[src/dcv_pkg.sv]
// Shared constants, types and state encoding for the disc collision velocity update.
package dcv_pkg;
   localparam int MAX_BALLS = 64;
   localparam int IDX_W = 6;
   localparam int CNT_W = 7;
   localparam int D_W = 35;
   localparam int V_W = 18;
   localparam int Q_W = 17;

   typedef struct packed {
      logic [15:0] pos_x;
      logic [15:0] pos_y;
      logic [9:0] radius;
      logic [15:0] mass;
   } disc_type;

   typedef struct packed {
      logic start;
      logic neg;
   } div_ctl_type;

   typedef enum logic [4:0] {
      ST_IDLE, ST_RD_I, ST_RD_J, ST_CAP_J, ST_RECT, ST_SQX, ST_SQY, ST_SQR, ST_CMP,
      ST_MUL1, ST_MUL2, ST_DIV_GO, ST_DIV_WAIT, ST_WR_I, ST_WR_J, ST_NEXT,
      ST_OUT_RD, ST_OUT_LD, ST_OUT_WAIT
   } state_type;
endpackage

[src/dcv_div.sv]
// Restoring divider with rounding and saturation to a signed 16-bit velocity.
module dcv_div
   import dcv_pkg::*;
(
   input  logic clock,
   input  logic reset,
   input  div_ctl_type ctl,
   input  logic [D_W-1:0] dividend,
   input  logic [V_W-1:0] divisor,
   output logic done,
   output logic [15:0] result
);
   logic [V_W-1:0] rem_ff, rem_in;
   logic [Q_W-1:0] low_ff, low_in;
   logic [Q_W-1:0] q_ff, q_in;
   logic [4:0] cnt_ff, cnt_in;
   logic busy_ff, busy_in;
   logic done_ff, done_in;
   logic neg_ff, neg_in;
   logic [V_W:0] trial;

   assign trial = {rem_ff, low_ff[Q_W-1]};

   always_comb begin
      rem_in = rem_ff;
      low_in = low_ff;
      q_in = q_ff;
      cnt_in = cnt_ff;
      busy_in = busy_ff;
      done_in = 1'b0;
      neg_in = neg_ff;
      if (ctl.start) begin
         rem_in = dividend[D_W-1:Q_W];
         low_in = dividend[Q_W-1:0];
         q_in = '0;
         cnt_in = '0;
         busy_in = 1'b1;
         neg_in = ctl.neg;
      end else if (busy_ff) begin
         if (trial >= {1'b0, divisor}) begin
            rem_in = V_W'(trial - {1'b0, divisor});
            q_in = {q_ff[Q_W-2:0], 1'b1};
         end else begin
            rem_in = trial[V_W-1:0];
            q_in = {q_ff[Q_W-2:0], 1'b0};
         end
         low_in = {low_ff[Q_W-2:0], 1'b0};
         cnt_in = cnt_ff + 5'd1;
         if (cnt_ff == 5'(Q_W - 1)) begin
            busy_in = 1'b0;
            done_in = 1'b1;
         end
      end
   end

   always_ff @(posedge clock) begin
      rem_ff <= rem_in;
      low_ff <= low_in;
      q_ff <= q_in;
      cnt_ff <= cnt_in;
      neg_ff <= neg_in;
      if (reset) begin
         busy_ff <= 1'b0;
         done_ff <= 1'b0;
      end else begin
         busy_ff <= busy_in;
         done_ff <= done_in;
      end
   end

   always_comb begin
      if (neg_ff) begin
         result = (q_ff > Q_W'(32768)) ? 16'h8000 : 16'(-q_ff);
      end else begin
         result = (q_ff > Q_W'(32767)) ? 16'h7FFF : q_ff[15:0];
      end
   end

   assign done = done_ff;
endmodule

[config.mk]
export PLATFORM = sky130hd
export DESIGN_NAME = dcv_div
export DESIGN_NICKNAME = d
export VERILOG_FILES = /design/src/dcv_pkg.sv /design/src/dcv_div.sv
export SDC_FILE = /design/constraint.sdc
export NUM_CORES = 1
export LEC_CHECK = 0
export BUFFER_PORTS_ARGS = -buffer_cell sky130_fd_sc_hd__clkbuf_2
export CAP_MARGIN = 15
export CORE_ASPECT_RATIO = 1.5
export CORE_MARGIN = 2
export CORE_UTILIZATION = 45
export DETAILED_ROUTE_END_ITERATION = 10
export GPL_ROUTABILITY_DRIVEN = 0
export PLACE_DENSITY = 0.76
export SLEW_MARGIN = 10
export SYNTH_ARGS = -nofsm -noshare
export SYNTH_HDL_FRONTEND = slang
export SYNTH_SLANG_ARGS = --single-unit
[constraint.sdc]
create_clock -name clock -period 3 [get_ports clock]
set_input_delay 0.15 -clock clock [delete_from_list [all_inputs] [get_ports clock]]
set_output_delay 0.15 -clock clock [all_outputs]
set_load 0.005 [all_outputs]
==> results.tsv <==
stage	metric	value	unit
finish	fillers	834	
finish	diodes	0	
floorplan	die_x	83.14	um
global_route	grt_start_max_net_pins	55	
synthesis	synth_edf_count	36	
global_route	grtUsageTotal	20.27	%
finish	layout.nets	598	
clock_network	path_clk_slew	0.05	ns
routing	drc	0	
floorplan	num_io_pins	74	
hold_path	hold_path.class	in -> reg	
floorplan	fp-row-count	43	
timing	fin_ws	0.2023	ns
timing	timing.slew.headroom	42.51	%
timing	post-route-period-util	93.26	%
timing	setup_tns	0	ns
routing	via_count	3679	
clock_network	worstSkewPairLatency	0.33	ns
clock_network	numCtsBuffers	9	
setup_path	cp_common_cell	nand2_1	
pwr	pwr_density_cell	640.7	nW/um2
floorplan	dieArea	10200	um2
routing	ant_nets	0	
synthesis	synth_fp_nets	530	
timing	slew_viol_final	0	
synthesis	ys.flop_type	edfxtp_1	
setup_path	cp.depth	8	
timing	finalHoldViolations	0	
setup_path	cp_max_fo	10	
synthesis	syn_area	4228	um2
routing	avgRoutedWirePerCell	15.68	um
routing	routed_via_density	5.794	
setup_path	required	2.85	ns
clock_network	clockBufferDepth	2	
setup_path	rr_worst_depth	9	
setup_path	start_kind	flop	
routing	first_pass_iters	5	
floorplan	core	9200	um2
hold_path	whs_path_depth	3	
global_route	grt_antenna_before_repair	0	
setup_path	cp_num_buf_inv	1	
routing	drt_iter0_markers	196	
synthesis	seq_area_frac_synth	36.93	%
clock_network	cts-root-buf	clkbuf_16	
synthesis	ys_ff_latch	60	
setup_path	crit_chain	or4_1, nor4_1, nand2_1, nor3_1, nand2_1, xor2_1, o21a_1, clkbuf_2	
finish	layout-drive-gt1-share	25.81	%
global_route	grt_overflow	0	
timing	skew	0.007202	ns
synthesis	async_flop_share	0	%
setup_path	path_delay_family	simple AND/OR/NAND/NOR gates	
setup_path	crit_path_end_kind	output port	
timing	timing.fmax	357.4	MHz
setup_path	worstSetupPathType	reg -> out	
timing	setup_violations	0	
synthesis	synthCells	450	
setup_path	slowest_stage	or4_1	
floorplan	die_y	122.7	um
clock_network	cts_tree	done	
timing	period_needed	2.798	ns
timing	worst_pin_slew	0.8623	ns
synthesis	yosys.area_share.adder	6.984	%
flow_run	maxCapViolations	0	
synthesis	synth-simple-area-share	17.79	%
placement	hpwl	7.254	mm
synthesis	synth_top_family_by_area	compound AO/OA/AOI/OAI gates	
global_route	grt_first_pass_wirelength	16.74	mm
pwr	leakagePower	2.155	nW
floorplan	initial_core_util	45.95	%
pwr	peakVddDrop	0.3235	mV
synthesis	synth_compound_area_share	18.94	%
setup_path	max_stage_delay	0.54	ns
pwr	total_power	3.206	mW
routing	totalWireLength	9.955	mm
synthesis	synth_xor_area_share	3.936	%
setup_path	crit_arrival	2.65	ns
global_route	grt_pass1_vias	3601	
placement	io_buffers	73	
synthesis	synth_warnings	0	
synthesis	yosysUniqueCellTypes	58	
outcome	status	finished, final reports clean	
timing	rsz0062_at_grt	no	
synthesis	synth.area.mux_share	9.529	%
clock_network	h-tree-depth	3	
synthesis	synth_area_per_cell	9.395	um2
finish	fin_util	54.39	%
clock_network	cts.sinks	60	
finish	area_growth	18.35	%
placement	place_ws	0.1733	ns
==> metrics by stage <==
| stage | instances | hold slack [ns] | cell area, um2 |
|---|---|---|---|
| final | 635 | 0.1203 | 5004 |
| after global routing | 635 | 0.1199 | 5004 |
| after CTS | 635 | 0.1117 | 4984 |
| after detailed placement | 617 | 0.3311 | 4700 |
| after global placement | 617 | 0.3287 | 4700 |
| after floorplan | 450 | 0.2224 | 4228 |
==> cell usage in the layout (no fill, tap or decap), types with 9 or more instances in the layout <==
cell type  synthesis  routed
a21oi_1           20      17
buf_4              0       9
clkbuf_16          0       9
clkbuf_2           0      72
dfxtp_1           24      24
edfxtp_1          36      36
ha_1              22      22
inv_1             32      32
mux2_2            18      18
mux2i_1           20      20
nand2_1           41      41
nor2_1            36      36
nor2b_1           13      13
nor3_1            10      10
o21ai_0           21      21
o311ai_1           8       9
xor2_1            13      13
==> registers in the layout, summed over array words and instances, names as in the netlist <==
signal / cells
busy_ff: 1
rem_ff: 18
done: 1
q_ff: 17
low_ff: 17
cnt_ff: 5
neg_ff: 1
==> per-layer routing <==
metal / track usage [%] / vias to the layer above / wire (um)
met2: 36.29 / 144 / 5118
met3: 5.649 / 24 / 615
met5: 0 / - / 0
met4: 8.504 / 0 / 257
met1: 22.60 / 1730 / 3963
li1: - / 1781 / -
==> final cells by class <==
cell class / instances / area [um2] / area share [%]
multi-input combinational: 329 / 2434 / 48.64
clock buffer: 13 / 250.2 / 5.001
tap: 112 / 140.1 / 2.801
clock inverter: 3 / 13.76 / 0.2751
inverter: 32 / 120.1 / 2.401
sequential: 60 / 1562 / 31.21
timing repair buffer: 86 / 484.2 / 9.677
==> power by group <==
| group | switching, mW | leakage (nW) | internal (mW) |
|---|---|---|---|
| logic | 0.692 | 1.46 | 0.531 |
| registers | 0.0533 | 0.559 | 1.01 |
| clock network | 0.348 | 0.131 | 0.575 |
==> logic make-up (layout without fill, tap and decap cells) <==
group / Yosys count / after routing
flops: 60 / 60
compound gates: 104 / 104
simple gates: 145 / 145
xor+xnor: 19 / 19
mux: 38 / 38
buf+inv: 61 / 134
fa+ha+maj: 23 / 23
==> final timing paths <==
kind | from | slack (ns) | to
hold / removal | dividend[20] | 0.12 | rem_ff[3]
setup / recovery | q_ff[2] | 0.20 | result[15]
hold reg to reg | cnt_ff[4] | 0.53 | cnt_ff[4]
setup reg to reg | rem_ff[11] | 0.23 | rem_ff[14]
==> cell usage after synthesis (all sizes together) (10+ instances only) <==
cell | instances | area [um2]
xor2 | 13 | 113.9
nor2 | 36 | 135.1
o21ai | 22 | 110.1
mux2 | 18 | 202.7
clkbuf | 19 | 71.32
dfxtp | 24 | 480.5
ha | 22 | 275.3
inv | 32 | 120.1
mux2i | 20 | 200.2
buf | 10 | 57.55
a21oi | 20 | 100.1
nor2b | 13 | 81.33
nand2 | 41 | 153.9
o311ai | 18 | 210.2
nor3 | 14 | 90.09
edfxtp | 36 | 1081
==> worst min-delay path: cells and delay by family <==
family / cells / cell delay [ns]
buffers and inverters: 1 / 0.07
AO/OA/AOI/OAI: 1 / 0.06
AND/OR/NAND/NOR: 1 / 0.05
==> repair_timing <==
| action | CTS | global route |
|---|---|---|
| endpoints found under the hold margin | 2 | 0 |
| endpoints found under the setup margin | 0 | 15 |
| buffers inserted | 0 | 0 |
| hold buffers | 2 | 0 |
| resized for setup | 0 | 6 |
(Power assumes the default switching activity.)
